### config.mk
export PLATFORM = sky130hd
export DESIGN_NAME = pseudocolor_colormap_lookup_unit_flat
export DESIGN_NICKNAME = d
export VERILOG_FILES = /design/src/rtl/pccl_pkg.sv /design/src/rtl/pccl_if.sv /design/src/rtl/pccl_cfg.sv /design/src/rtl/pccl_seg.sv /design/src/rtl/pccl_blend.sv /design/src/rtl/pseudocolor_colormap_lookup_unit.sv /design/src/flat_wrapper.sv
export VERILOG_INCLUDE_DIRS = /design/src /design/src/rtl
export SDC_FILE = /design/constraint.sdc
export NUM_CORES = 1
export LEC_CHECK = 0
export BUFFER_PORTS_ARGS = -buffer_cell sky130_fd_sc_hd__buf_2
export CORE_MARGIN = 5
export CORE_UTILIZATION = 40
export CTS_CLUSTER_DIAMETER = 30
export DETAILED_ROUTE_END_ITERATION = 10
export PLACE_DENSITY_LB_ADDON = 0.1
export SYNTH_ARGS = -nofsm -noshare
export SYNTH_HDL_FRONTEND = slang
export SYNTH_SLANG_ARGS = --single-unit
### constraint.sdc
create_clock -name clk -period 6.57 [get_ports clk]
set_clock_uncertainty 0.2 [all_clocks]
set_input_delay 0.3285 -clock clk [delete_from_list [all_inputs] [get_ports clk]]
set_output_delay 0.3285 -clock clk [all_outputs]
set_load 0.02 [all_outputs]
### src/rtl/pseudocolor_colormap_lookup_unit_macros.svh
// ----------------------------------------------------------------------------
// Colormap lookup assertion macros
// Shared concurrent assertion forms for the colormap lookup unit.
// ----------------------------------------------------------------------------
`ifndef PSEUDOCOLOR_COLORMAP_LOOKUP_UNIT_MACROS_SVH
`define PSEUDOCOLOR_COLORMAP_LOOKUP_UNIT_MACROS_SVH

// Same-cycle implication, disabled while reset is asserted.
`define PCCL_ASSERT_SAME(label, ck, rn, ante, cons) \
  label: assert property (@(posedge ck) disable iff (!rn) (ante) |-> (cons)) \
    else $error("pccl: same-cycle check failed");

// Next-cycle implication, disabled while reset is asserted.
`define PCCL_ASSERT_NEXT(label, ck, rn, ante, cons) \
  label: assert property (@(posedge ck) disable iff (!rn) (ante) |=> (cons)) \
    else $error("pccl: next-cycle check failed");

`endif

### src/rtl/pccl_pkg.sv
// ----------------------------------------------------------------------------
// Colormap lookup package
// Map codes, channel coefficient types and anchor color tables.
// ----------------------------------------------------------------------------
package pccl_pkg;

  localparam int LEVEL_W    = 18;
  localparam int CH_W       = 8;
  localparam int CH_N       = 3;
  localparam int CFG_ADDR_W = 3;
  localparam int CFG_DATA_W = 32;

  typedef logic [2:0] map_sel_t;

  localparam map_sel_t MAP_VIRIDIS  = 3'd0;
  localparam map_sel_t MAP_PLASMA   = 3'd1;
  localparam map_sel_t MAP_COOLWARM = 3'd2;
  localparam map_sel_t MAP_GRAY     = 3'd3;
  localparam map_sel_t MAP_HOT      = 3'd4;
  localparam map_sel_t MAP_JET      = 3'd5;

  // register index, taken from paddr above the byte offset
  localparam logic [0:0] REG_MAP_SELECT = 1'b0;

  // one channel of a segment: value = base + delta * t, t in [0, 1]
  typedef struct packed {
    logic [CH_W-1:0] base;
    logic [CH_W:0]   delta;  // two's complement, -255..255
  } chan_coef_t;

  // index 2 red, 1 green, 0 blue (same order as the 24-bit color word)
  typedef chan_coef_t [CH_N-1:0] pix_coef_t;

  localparam chan_coef_t CH_ZERO = '{base: 8'd0,   delta: 9'd0};
  localparam chan_coef_t CH_FULL = '{base: 8'd255, delta: 9'd0};
  localparam chan_coef_t CH_RISE = '{base: 8'd0,   delta: 9'd255};
  localparam chan_coef_t CH_FALL = '{base: 8'd255, delta: 9'h101};

  localparam logic [23:0] VIRIDIS_ANCHOR [0:4] =
    '{24'h440154, 24'h31688E, 24'h35B779, 24'hFDE725, 24'hFFFFBF};
  localparam logic [23:0] PLASMA_ANCHOR [0:3] =
    '{24'h0D0887, 24'h7E03A8, 24'hCC4778, 24'hF0F921};
  localparam logic [23:0] COOLWARM_ANCHOR [0:2] =
    '{24'h3B4CC0, 24'hBBBBBB, 24'hB40426};
  localparam logic [23:0] JET_ANCHOR [0:4] =
    '{24'h000080, 24'h0000FF, 24'h00FF00, 24'hFFFF00, 24'hFF0000};

  function automatic pix_coef_t pair_coef(logic [23:0] c1, logic [23:0] c2);
    pix_coef_t c;
    for (int ch = 0; ch < CH_N; ch++) begin
      c[ch].base  = c1[CH_W*ch +: CH_W];
      c[ch].delta = {1'b0, c2[CH_W*ch +: CH_W]} - {1'b0, c1[CH_W*ch +: CH_W]};
    end
    return c;
  endfunction

  function automatic pix_coef_t map_coef(map_sel_t m, logic [1:0] seg);
    pix_coef_t  c;
    logic [2:0] lo;
    logic [1:0] s3;
    c  = '0;
    lo = {1'b0, seg};
    s3 = (seg == 2'd3) ? 2'd2 : seg;
    case (m)
      MAP_PLASMA: begin
        c = pair_coef(PLASMA_ANCHOR[s3], PLASMA_ANCHOR[s3 + 2'd1]);
      end
      MAP_COOLWARM: begin
        if (seg[0]) begin
          c = pair_coef(COOLWARM_ANCHOR[1], COOLWARM_ANCHOR[2]);
        end else begin
          c = pair_coef(COOLWARM_ANCHOR[0], COOLWARM_ANCHOR[1]);
        end
      end
      MAP_GRAY: begin
        c = '{CH_FALL, CH_FALL, CH_FALL};
      end
      MAP_HOT: begin
        case (s3)
          2'd0:    c = '{CH_RISE, CH_ZERO, CH_ZERO};
          2'd1:    c = '{CH_FULL, CH_RISE, CH_ZERO};
          default: c = '{CH_FULL, CH_FULL, CH_RISE};
        endcase
      end
      MAP_JET: begin
        c = pair_coef(JET_ANCHOR[lo], JET_ANCHOR[lo + 3'd1]);
      end
      default: begin
        c = pair_coef(VIRIDIS_ANCHOR[lo], VIRIDIS_ANCHOR[lo + 3'd1]);
      end
    endcase
    return c;
  endfunction

endpackage

### src/rtl/pccl_if.sv
// ----------------------------------------------------------------------------
// Colormap lookup stream interfaces
// Valid/ready channels for scalar samples and RGB pixels.
// ----------------------------------------------------------------------------
interface pccl_level_if;
  logic                                 valid;
  logic                                 ready;
  logic signed [pccl_pkg::LEVEL_W-1:0]  level;

  modport source (output valid, output level, input ready);
  modport sink   (input valid, input level, output ready);
endinterface

interface pccl_pixel_if;
  logic                       valid;
  logic                       ready;
  logic [pccl_pkg::CH_W-1:0]  red;
  logic [pccl_pkg::CH_W-1:0]  green;
  logic [pccl_pkg::CH_W-1:0]  blue;

  modport source (output valid, output red, output green, output blue, input ready);
  modport sink   (input valid, input red, input green, input blue, output ready);
endinterface

### src/rtl/pccl_cfg.sv
// ----------------------------------------------------------------------------
// Colormap lookup configuration registers
// APB-style register file holding the map select.
// ----------------------------------------------------------------------------
module pccl_cfg (
  input  logic                               clk,
  input  logic                               rst_n,
  input  logic                               psel,
  input  logic                               penable,
  input  logic                               pwrite,
  input  logic [pccl_pkg::CFG_ADDR_W-1:0]    paddr,
  input  logic [pccl_pkg::CFG_DATA_W-1:0]    pwdata,
  output logic [pccl_pkg::CFG_DATA_W-1:0]    prdata,
  output logic                               pready,
  output pccl_pkg::map_sel_t                 map_sel
);

  pccl_pkg::map_sel_t map_sel_r;
  logic               hit_map;

  assign hit_map = (paddr[pccl_pkg::CFG_ADDR_W-1:2] == pccl_pkg::REG_MAP_SELECT);
  assign pready  = 1'b1;

  always_ff @(posedge clk) begin
    if (!rst_n) begin
      map_sel_r <= pccl_pkg::MAP_VIRIDIS;
    end else if (psel && penable && pwrite && hit_map) begin
      map_sel_r <= pwdata[$bits(pccl_pkg::map_sel_t)-1:0];
    end
  end

  always_comb begin
    prdata = '0;
    if (hit_map) begin
      prdata = pccl_pkg::CFG_DATA_W'(map_sel_r);
    end
  end

  assign map_sel = map_sel_r;

endmodule

### src/rtl/pccl_seg.sv
// ----------------------------------------------------------------------------
// Colormap lookup front end
// Stage 1 clamps the sample, stage 2 picks the segment, its coefficients
// and the in-segment fraction.
// ----------------------------------------------------------------------------
module pccl_seg #(
  parameter int FRAC_BITS = 16
) (
  input  logic                   clk,
  input  logic                   rst_n,
  pccl_level_if.sink             in_bus,
  input  pccl_pkg::map_sel_t     map_sel,
  output logic                   dn_valid,
  input  logic                   dn_ready,
  output pccl_pkg::pix_coef_t    dn_coef,
  output logic [FRAC_BITS+1:0]   dn_tq
);

  localparam int VW  = FRAC_BITS + 1;
  localparam int TQW = FRAC_BITS + 2;
  localparam longint ONE = 64'sd1 <<< FRAC_BITS;
  localparam logic [VW-1:0] ONE_Q  = VW'(ONE);
  localparam logic [VW-1:0] HALF_Q = VW'(ONE / 2);
  localparam logic [VW-1:0] T1_Q   = VW'((33 * ONE + 50) / 100);
  localparam logic [VW-1:0] T2_Q   = VW'((66 * ONE + 50) / 100);

  logic                 s1_valid_r;
  logic [VW-1:0]        s1_v_r;
  pccl_pkg::map_sel_t   s1_map_r;
  logic                 s1_ready;
  logic [VW-1:0]        v_nxt;
  logic signed [31:0]   lvl;

  logic                 s2_valid_r;
  pccl_pkg::pix_coef_t  s2_coef_r;
  logic [TQW-1:0]       s2_tq_r;
  logic                 s2_ready;

  logic [1:0]           seg;
  logic [2:0]           qseg;
  logic [VW-1:0]        start;
  logic [VW-1:0]        d;
  logic [TQW-1:0]       tq_nxt;
  pccl_pkg::pix_coef_t  coef_nxt;

  assign s2_ready     = !s2_valid_r || dn_ready;
  assign s1_ready     = !s1_valid_r || s2_ready;
  assign in_bus.ready = s1_ready;

  // clamp to [0, 1.0]
  always_comb begin
    lvl = 32'(in_bus.level);
    if (lvl < 0) begin
      v_nxt = '0;
    end else if (lvl > 32'(ONE)) begin
      v_nxt = ONE_Q;
    end else begin
      v_nxt = VW'(lvl);
    end
  end

  always_ff @(posedge clk) begin
    if (!rst_n) begin
      s1_valid_r <= 1'b0;
    end else if (s1_ready) begin
      s1_valid_r <= in_bus.valid;
    end
  end

  always_ff @(posedge clk) begin
    if (in_bus.valid && s1_ready) begin
      s1_v_r   <= v_nxt;
      s1_map_r <= map_sel;
    end
  end

  // segment decode; a value on a split point goes to the upper segment
  always_comb begin
    seg   = 2'd0;
    start = '0;
    qseg  = s1_v_r[FRAC_BITS -: 3];
    case (s1_map_r)
      pccl_pkg::MAP_PLASMA, pccl_pkg::MAP_HOT: begin
        if (s1_v_r >= T2_Q) begin
          seg   = 2'd2;
          start = T2_Q;
        end else if (s1_v_r >= T1_Q) begin
          seg   = 2'd1;
          start = T1_Q;
        end
      end
      pccl_pkg::MAP_COOLWARM: begin
        if (s1_v_r >= HALF_Q) begin
          seg   = 2'd1;
          start = HALF_Q;
        end
      end
      pccl_pkg::MAP_GRAY: begin
        seg   = 2'd0;
        start = '0;
      end
      default: begin
        seg   = qseg[2] ? 2'd3 : qseg[1:0];
        start = {1'b0, seg, (FRAC_BITS-2)'(0)};
      end
    endcase

    d = s1_v_r - start;

    case (s1_map_r)
      pccl_pkg::MAP_PLASMA, pccl_pkg::MAP_HOT: tq_nxt = TQW'(d) + (TQW'(d) << 1);
      pccl_pkg::MAP_COOLWARM:                  tq_nxt = TQW'(d) << 1;
      pccl_pkg::MAP_GRAY:                      tq_nxt = TQW'(s1_v_r);
      default:                                 tq_nxt = TQW'(d) << 2;
    endcase

    coef_nxt = pccl_pkg::map_coef(s1_map_r, seg);
  end

  always_ff @(posedge clk) begin
    if (!rst_n) begin
      s2_valid_r <= 1'b0;
    end else if (s2_ready) begin
      s2_valid_r <= s1_valid_r;
    end
  end

  always_ff @(posedge clk) begin
    if (s1_valid_r && s2_ready) begin
      s2_coef_r <= coef_nxt;
      s2_tq_r   <= tq_nxt;
    end
  end

  assign dn_valid = s2_valid_r;
  assign dn_coef  = s2_coef_r;
  assign dn_tq    = s2_tq_r;

endmodule

### src/rtl/pccl_blend.sv
// ----------------------------------------------------------------------------
// Colormap lookup blend back end
// Stage 3 multiplies each channel delta by the fraction, stage 4 adds the
// base, drops the fraction bits, saturates and holds the output pixel.
// ----------------------------------------------------------------------------
module pccl_blend #(
  parameter int FRAC_BITS = 16
) (
  input  logic                   clk,
  input  logic                   rst_n,
  input  logic                   up_valid,
  output logic                   up_ready,
  input  pccl_pkg::pix_coef_t    up_coef,
  input  logic [FRAC_BITS+1:0]   up_tq,
  pccl_pixel_if.source           out_bus
);

  localparam int PW  = FRAC_BITS + 12;
  localparam int PAD = PW - FRAC_BITS - pccl_pkg::CH_W;
  localparam int CW  = pccl_pkg::CH_W;
  localparam int N   = pccl_pkg::CH_N;

  logic                    s3_valid_r;
  logic [CW-1:0]           s3_base_r [N];
  logic signed [PW-1:0]    s3_prod_r [N];
  logic signed [PW-1:0]    prod_nxt  [N];
  logic                    s3_ready;

  logic                    out_valid_r;
  logic [CW-1:0]           pix_r   [N];
  logic [CW-1:0]           pix_nxt [N];
  logic signed [PW-1:0]    sum     [N];
  logic                    s4_ready;

  assign s4_ready = !out_valid_r || out_bus.ready;
  assign s3_ready = !s3_valid_r || s4_ready;
  assign up_ready = s3_ready;

  always_comb begin
    for (int ch = 0; ch < N; ch++) begin
      prod_nxt[ch] = PW'($signed(up_coef[ch].delta)) * PW'($signed({1'b0, up_tq}));
    end
  end

  always_ff @(posedge clk) begin
    if (!rst_n) begin
      s3_valid_r <= 1'b0;
    end else if (s3_ready) begin
      s3_valid_r <= up_valid;
    end
  end

  always_ff @(posedge clk) begin
    if (up_valid && s3_ready) begin
      for (int ch = 0; ch < N; ch++) begin
        s3_base_r[ch] <= up_coef[ch].base;
        s3_prod_r[ch] <= prod_nxt[ch];
      end
    end
  end

  // floor(sum / ONE) clipped to 0..255
  always_comb begin
    for (int ch = 0; ch < N; ch++) begin
      sum[ch] = $signed({PAD'(0), s3_base_r[ch], FRAC_BITS'(0)}) + s3_prod_r[ch];
      if (sum[ch][PW-1]) begin
        pix_nxt[ch] = '0;
      end else if (|sum[ch][PW-2:FRAC_BITS+CW]) begin
        pix_nxt[ch] = '1;
      end else begin
        pix_nxt[ch] = sum[ch][FRAC_BITS +: CW];
      end
    end
  end

  always_ff @(posedge clk) begin
    if (!rst_n) begin
      out_valid_r <= 1'b0;
    end else if (s4_ready) begin
      out_valid_r <= s3_valid_r;
    end
  end

  always_ff @(posedge clk) begin
    if (s3_valid_r && s4_ready) begin
      for (int ch = 0; ch < N; ch++) begin
        pix_r[ch] <= pix_nxt[ch];
      end
    end
  end

  assign out_bus.valid = out_valid_r;
  assign out_bus.red   = pix_r[2];
  assign out_bus.green = pix_r[1];
  assign out_bus.blue  = pix_r[0];

endmodule

### src/rtl/pseudocolor_colormap_lookup_unit.sv
// ----------------------------------------------------------------------------
// Pseudocolor colormap lookup unit
// Maps a signed fixed-point sample to an RGB pixel through a selectable map.
// ----------------------------------------------------------------------------
// Usage:
//   in_bus  : valid/ready stream of signed samples, 2^FRAC_BITS = 1.0, clamped
//             to [0, 1.0] before mapping.
//   out_bus : valid/ready stream of 8-bit red, green, blue pixels.
//   APB port: register 0 (byte address 0) is map_select: 0 viridis, 1 plasma,
//             2 coolwarm, 3 grayscale, 4 hot, 5 jet; 6 and 7 act as viridis.
//             Write it only while no beats are in flight.
// Timing: four register stages (clamp, segment decode, channel multiply,
//   add/saturate into the output register). An accepted beat moves through
//   them in that order onto out_bus. One beat per clock is sustained while
//   out_bus is ready; the per-channel multiply stage is the deepest logic.
// Stall: each stage has its own valid bit and ready term, so bubbles are
//   squeezed out and in_bus keeps accepting until all four stages hold data.
//   A stalled output beat holds its value.
// Reset: rst_n clears all stage valid bits and sets map_select to viridis.
// ----------------------------------------------------------------------------
`include "pseudocolor_colormap_lookup_unit_macros.svh"

module pseudocolor_colormap_lookup_unit #(
  parameter int FRAC_BITS = 16
) (
  input  logic                               clk,
  input  logic                               rst_n,
  pccl_level_if.sink                         in_bus,
  pccl_pixel_if.source                       out_bus,
  input  logic                               psel,
  input  logic                               penable,
  input  logic                               pwrite,
  input  logic [pccl_pkg::CFG_ADDR_W-1:0]    paddr,
  input  logic [pccl_pkg::CFG_DATA_W-1:0]    pwdata,
  output logic [pccl_pkg::CFG_DATA_W-1:0]    prdata,
  output logic                               pready
);

  pccl_pkg::map_sel_t    map_sel;
  logic                  seg_valid;
  logic                  seg_ready;
  pccl_pkg::pix_coef_t   seg_coef;
  logic [FRAC_BITS+1:0]  seg_tq;
  logic                  cfg_map_wr;

  pccl_cfg u_cfg (
    .clk     (clk),
    .rst_n   (rst_n),
    .psel    (psel),
    .penable (penable),
    .pwrite  (pwrite),
    .paddr   (paddr),
    .pwdata  (pwdata),
    .prdata  (prdata),
    .pready  (pready),
    .map_sel (map_sel)
  );

  pccl_seg #(
    .FRAC_BITS (FRAC_BITS)
  ) u_seg (
    .clk      (clk),
    .rst_n    (rst_n),
    .in_bus   (in_bus),
    .map_sel  (map_sel),
    .dn_valid (seg_valid),
    .dn_ready (seg_ready),
    .dn_coef  (seg_coef),
    .dn_tq    (seg_tq)
  );

  pccl_blend #(
    .FRAC_BITS (FRAC_BITS)
  ) u_blend (
    .clk      (clk),
    .rst_n    (rst_n),
    .up_valid (seg_valid),
    .up_ready (seg_ready),
    .up_coef  (seg_coef),
    .up_tq    (seg_tq),
    .out_bus  (out_bus)
  );

  assign cfg_map_wr = psel && penable && pwrite && pready &&
                      (paddr[pccl_pkg::CFG_ADDR_W-1:2] == pccl_pkg::REG_MAP_SELECT);

  // an empty output stage lets every stage advance
  `PCCL_ASSERT_SAME(a_ready_when_drained, clk, rst_n, !out_bus.valid, in_bus.ready)
  // a stalled segment beat stays put for the blend stage
  `PCCL_ASSERT_NEXT(a_seg_hold, clk, rst_n, seg_valid && !seg_ready, seg_valid)
  // a completed write to register 0 lands in map_sel
  `PCCL_ASSERT_NEXT(a_cfg_write, clk, rst_n, cfg_map_wr, map_sel == $past(pwdata[2:0]))

endmodule
### src/flat_wrapper.sv
// flat-port wrapper written by rule: the top's interface ports become plain ports
module pseudocolor_colormap_lookup_unit_flat 
#(
  parameter int FRAC_BITS = 16
)
  (clk, rst_n, psel, penable, pwrite, paddr, pwdata, prdata, pready, in_bus_valid, in_bus_level, in_bus_ready, out_bus_valid, out_bus_red, out_bus_green, out_bus_blue, out_bus_ready);
  pccl_level_if in_bus_i ();
  pccl_pixel_if out_bus_i ();
  input  logic clk;
  input  logic rst_n;
  input  logic psel;
  input  logic penable;
  input  logic pwrite;
  input  logic [pccl_pkg::CFG_ADDR_W-1:0] paddr;
  input  logic [pccl_pkg::CFG_DATA_W-1:0] pwdata;
  output logic [pccl_pkg::CFG_DATA_W-1:0] prdata;
  output logic pready;
  input wire logic [$bits(in_bus_i.valid)-1:0] in_bus_valid;
  input wire logic [$bits(in_bus_i.level)-1:0] in_bus_level;
  output wire logic [$bits(in_bus_i.ready)-1:0] in_bus_ready;
  output wire logic [$bits(out_bus_i.valid)-1:0] out_bus_valid;
  output wire logic [$bits(out_bus_i.red)-1:0] out_bus_red;
  output wire logic [$bits(out_bus_i.green)-1:0] out_bus_green;
  output wire logic [$bits(out_bus_i.blue)-1:0] out_bus_blue;
  input wire logic [$bits(out_bus_i.ready)-1:0] out_bus_ready;
  assign in_bus_i.valid = in_bus_valid;
  assign in_bus_i.level = in_bus_level;
  assign in_bus_ready = in_bus_i.ready;
  assign out_bus_valid = out_bus_i.valid;
  assign out_bus_red = out_bus_i.red;
  assign out_bus_green = out_bus_i.green;
  assign out_bus_blue = out_bus_i.blue;
  assign out_bus_i.ready = out_bus_ready;
  pseudocolor_colormap_lookup_unit #(.FRAC_BITS(FRAC_BITS)) u_core (.clk(clk), .rst_n(rst_n), .in_bus(in_bus_i), .out_bus(out_bus_i), .psel(psel), .penable(penable), .pwrite(pwrite), .paddr(paddr), .pwdata(pwdata), .prdata(prdata), .pready(pready));
endmodule
==> out/results.md <==
| Group | Quantity | Value |
| --- | --- | --- |
| outcome | Result of the run | finished clean |
| min path | Hold Path Origin | in_bus_level[14] |
| logic synthesis | Synthesized-area fraction occupied by adder cells | 40.3% |
| clocking | Number of H-tree levels | 4 |
| grt | Wire length of the first global-routing pass | 105000 um |
| clocking | Number of CTS-inserted buffers | 17 |
| timing | Final Hold Fails | 0 |
| logic synthesis | Dominant cell type by area after synthesis | fa_1 |
| logic synthesis | Cell Area, Synth | 25200 um^2 |
| placement | Placer congestion estimate | 0.879 |
| routing | Number of detailed-route iterations in the first pass | 5 |
| timing | Post-layout worst setup margin | 0.318 ns |
| layout | Synth-to-layout area growth | 9.33% |
| critical path | Startpoint of the worst register-to-register path | u_core.u_seg.s1_v_r[9]$_SDFFCE_PP0P_ |
| layout | Area occupied by multi-input gates | 18000 um^2 |
| layout | Layout cell share with drive strength beyond 1 | 7.99% |
| timing | Maximum achievable frequency | 160 MHz |
| placement | Post-place setup slack | -0.0606 ns |
| logic synthesis | Portion of synthesized cell area occupied by the leading cell type | 27.1% |
| die | Initial cell density of the core | 40.1% |
| die | Overall die area | 68000 um^2 |
| grt | Met2 Usage GRT | 33.4% |
| timing | RSZ-0062 raised after global routing | no |
| timing | Actual transition at the worst max-transition pin | 1.01 ns |
| critical path | Critical path buffers and inverters | 2 |
| layout | Post-Layout Cell Count | 3577 |
| logic synthesis | Largest family of logic cells by synthesized area | adder cells |
| timing | Worst rel slew slack | 32.5% |
| placement | Detail Placement HPWL | 51300 um |
| timing | Slew Limit Fails | 0 |
| min path | Type of the worst min-delay path | in2reg |
| placement | Placed insts | 3509 |
| layout | Most frequent cells in the layout | inv_1, nand2_1, fa_1 |
| critical path | CP Class | reg2reg |
| logic synthesis | Async S/R FF share, synth | 0% |
| critical path | Required time worst endpoint | 6.56 ns |
| critical path | Cell seen most often among critical-path stages | a211o_1 |
| clocking | CTS sink cnt | 178 |
| logic synthesis | XOR/XNOR share of the synthesized area | 2.19% |
| critical path | Endpoint type of the worst setup path | flip-flop |
| power and ir drop | Maximum resistive drop on vdd | 283 uV |
| die | Core box area | 62700 um^2 |
| routing | Final wirelength | 64000 um |
| routing | DRC errors left | 0 |
| layout | Commonest non-fill, non-tap cell in the layout | inv_1 |
| logic synthesis | Simple-gate share of the synthesized area | 16.3% |
| logic synthesis | Post-synthesis sequential element count | 178 |
| logic synthesis | Total of warnings raised by yosys | 0 |
| die | Horizontal extent of the die | 261 um |
| critical path | Cell class contributing the biggest share of worst-path delay | compound AO/OA/AOI/OAI gates |
| logic synthesis | Post-synthesis mux area share | 0.959% |
| power and ir drop | Total power density per cell area | 415 nW/um^2 |
| grt | Via count of the first global-routing pass | 19400 |
| clocking | Longest Clk Path Bufs | 2 |
| grt | Routing usage on met1 | 26.1% |
| logic synthesis | Avg Cell Area, Syn | 9.51 um^2 |
| routing | Vias after detailed routing | 18400 |
| critical path | FF-to-FF path depth | 23 |
| routing | WL/cell | 17.9 um |
| grt | Aggregate global routing overflow | 0 |
| critical path | Reg2Reg Capture Point | u_core.u_seg.dn_tq[16]$_DFFE_PP_ |
| routing | Routed Antenna Nets | 0 |
| grt | Busiest layer in global routing | met2 |
| power and ir drop | Pwr Total | 11.4 mW |
| clocking | Clk slew on worst S/H paths | 0.07 ns |
| logic synthesis | Compound-Gate Fraction of Synth Area | 11.0% |
| routing | 1st-iter DRT viols | 995 |
| min path | Hold path depth | 2 |
| logic synthesis | Prevailing post-synth register cell | edfxtp_1 |
| die | DIE HEIGHT | 261 um |
| critical path | Worst Setup Start Kind | flip-flop |
| critical path | WP data arrival | 6.24 ns |
| grt | Number of antenna violations at the first check in global routing | 2 |
| routing | Post-DR vias/cell | 5.15 |
| clocking | CTS tree | built |
| grt | Met3 capacity usage during global routing | 2.35% |
| layout | Final cell utilization of the core | 43.9% |
| critical path | Crit path cell chain | or2_2 -> a311o_1 -> a21oi_1 -> o211ai_1 -> nand2_1 -> nand3_1 -> inv_1 -> ha_1 -> inv_1 -> fa_1 -> a211o_1 -> a211o_1 -> a21oi_1 -> o21ai_1 -> a211o_1 -> a2111oi_2 -> nor3_1 -> ha_1 -> nand2b_1 -> o22ai_1 -> a221o_1 -> a31oi_1 -> nand4_1 |
| logic synthesis | Cell count after synthesis | 2647 |
| clocking | Root Driver | clkbuf_16 |
| timing | Number of setup violations in the final report | 0 |
| critical path | Peak fanout along the critical path | 6 |
| die | Cell Rows | 92 |
| layout | Fillers | 6066 |
| timing | Share of the cycle needed by the critical path after routing | 95.2% |
| timing | Sum of negative setup slack | 0 ns |
| critical path | Delay of the slowest cell on the worst path | 0.46 ns |
| placement | Buffers on Ports | 57 |
| power and ir drop | Static Leakage | 12.8 nW |
| critical path | Slowest stage cell, crit path | a2111oi_2 |
| critical path | Setup slack of the worst register-to-register path | 0.32 ns |
| layout | Final Net Count | 3384 |
| die | Number of I/O pins | 119 |
| logic synthesis | Netlist cell types | 82 |
| layout | Sequential cell area in the final layout | 5280 um^2 |
| min path | Endpoint, Worst Hold | u_core.u_seg.s1_v_r[14]$_SDFFCE_PP0P_ |
| job | Number of max-cap violations | 0 |
| logic synthesis | Sequential share of the synthesized area | 21.0% |
| grt | GR Util All Layers | 19.4% |
| timing | Final critical-path required period | 6.25 ns |
| logic synthesis | Number of synthesized flops with an enable pin | 171 |
| clocking | Skew-Pair Late Insertion Delay | 0.47 ns |
| grt | Maximum number of pins on one net before global-route repair | 72 |
| logic synthesis | Ranking of synthesized cells by area | fa_1, edfxtp_1, ha_1 |
[stage by stage]
step | instance area, um^2 | hold slack, ns
6_report | 27500 | 0.0356
5_1_grt | 27500 | 0.0299
3_5_place_dp | 26600 | 0.205
3_3_place_gp | 26600 | 0.205
4_1_cts | 27400 | 0.00589
2_1_floorplan | 25300 | 0.200
[worst max-delay path by stage]
| stage | startpoint | to | cells after the start |
|---|---|---|---|
| 2_1_floorplan | u_core.u_seg.dn_coef[0]$_DFFE_PP_ | u_core.u_blend.s3_prod_r[0][27]$_DFFE_PP_ | 21 |
| 3_3_place_gp | u_core.u_seg.dn_coef[4]$_DFFE_PP_ | u_core.u_blend.s3_prod_r[0][27]$_DFFE_PP_ | 17 |
| 3_5_place_dp | u_core.u_seg.dn_coef[4]$_DFFE_PP_ | u_core.u_blend.s3_prod_r[0][27]$_DFFE_PP_ | 17 |
| 4_1_cts | u_core.u_seg.dn_coef[0]$_DFFE_PP_ | u_core.u_blend.s3_prod_r[0][27]$_DFFE_PP_ | 18 |
| 5_1_grt | u_core.u_seg.s1_v_r[9]$_SDFFCE_PP0P_ | u_core.u_seg.dn_tq[16]$_DFFE_PP_ | 23 |
| 6_report | u_core.u_seg.s1_v_r[9]$_SDFFCE_PP0P_ | u_core.u_seg.dn_tq[16]$_DFFE_PP_ | 23 |
[synth_stat cells (all sizes together), types with 5 or more instances]
cell	number
nand3b	5
o21ai	87
nor2b	31
a221oi	5
a2111oi	8
ha	266
buf	45
o21bai	7
nor2	98
a31oi	20
dfxtp	7
a21oi	103
or2	8
nand4	11
mux2i	14
o211ai	11
nand2	351
a211o	9
a21o	25
and2	179
nor3	38
a211oi	12
a21boi	8
inv	371
edfxtp	171
mux2	5
xor2	14
clkbuf	108
xnor2	49
and3	15
nand2b	58
o221ai	11
nand3	16
nor4	9
a22oi	11
o22ai	8
o21a	53
fa	341
[flip-flops by register name, indices dropped and copies added (netlist names), named ones only]
register and count:
u_core.u_blend.out_bus.valid 1, u_core.u_blend.pix_r 24, u_core.u_blend.s3_base_r 23, u_core.u_blend.s3_prod_r 36
u_core.u_blend.s3_valid_r 1, u_core.u_cfg.map_sel 3, u_core.u_seg.dn_coef 48, u_core.u_seg.dn_tq 18
u_core.u_seg.dn_valid 1, u_core.u_seg.s1_map_r 3, u_core.u_seg.s1_v_r 17, u_core.u_seg.s1_valid_r 1
[cell type report]
class                           count  share of cell area (%)
Sequential cell                   178                    19.2
Antenna cell                        1                 0.00909
Tap cell                          846                    3.85
Timing Repair Buffer              176                    4.59
Clock inverter                     13                   0.459
Inverter                          371                    5.06
Multi-Input combinational cell   1973                    65.3
Clock buffer                       19                    1.61
[per-layer routing]
metal / up-vias / share of wire [%]
li1: 8787 / -
met1: 9213 / 45
met2: 368 / 49
met3: 70 / 3.5
met4: 0 / 2.1
met5: - / 0
[cells by family (layout without fill, tap and decap cells)]
group | count (synthesis) | after routing
buffers and inverters | 524 | 579
AOI/OAI and AO/OA | 414 | 414
other | 2 | 31
DFF | 178 | 178
adders and majority gates | 607 | 607
muxes | 21 | 21
xor gates and xnor gates | 63 | 63
and+or+nand+nor | 838 | 838
[power breakdown]
group / switching, mW / internal [mW] / total, mW / leakage [nW]
registers: 0.128 / 1.69 / 1.82 / 1.65
logic: 4.94 / 3.65 / 8.58 / 10.8
clock network: 0.476 / 0.538 / 1.01 / 0.273
[timing repair]
| item | CTS | global route |
|---|---|---|
| endpoints found under the setup margin | 4 | 6 |
| buffers inserted | 4 | 7 |
| resized for setup | 1 | 3 |
| hold buffers | 24 | 0 |
| endpoints found under the hold margin | 23 | 0 |
Power figures use the tool's default switching activity.
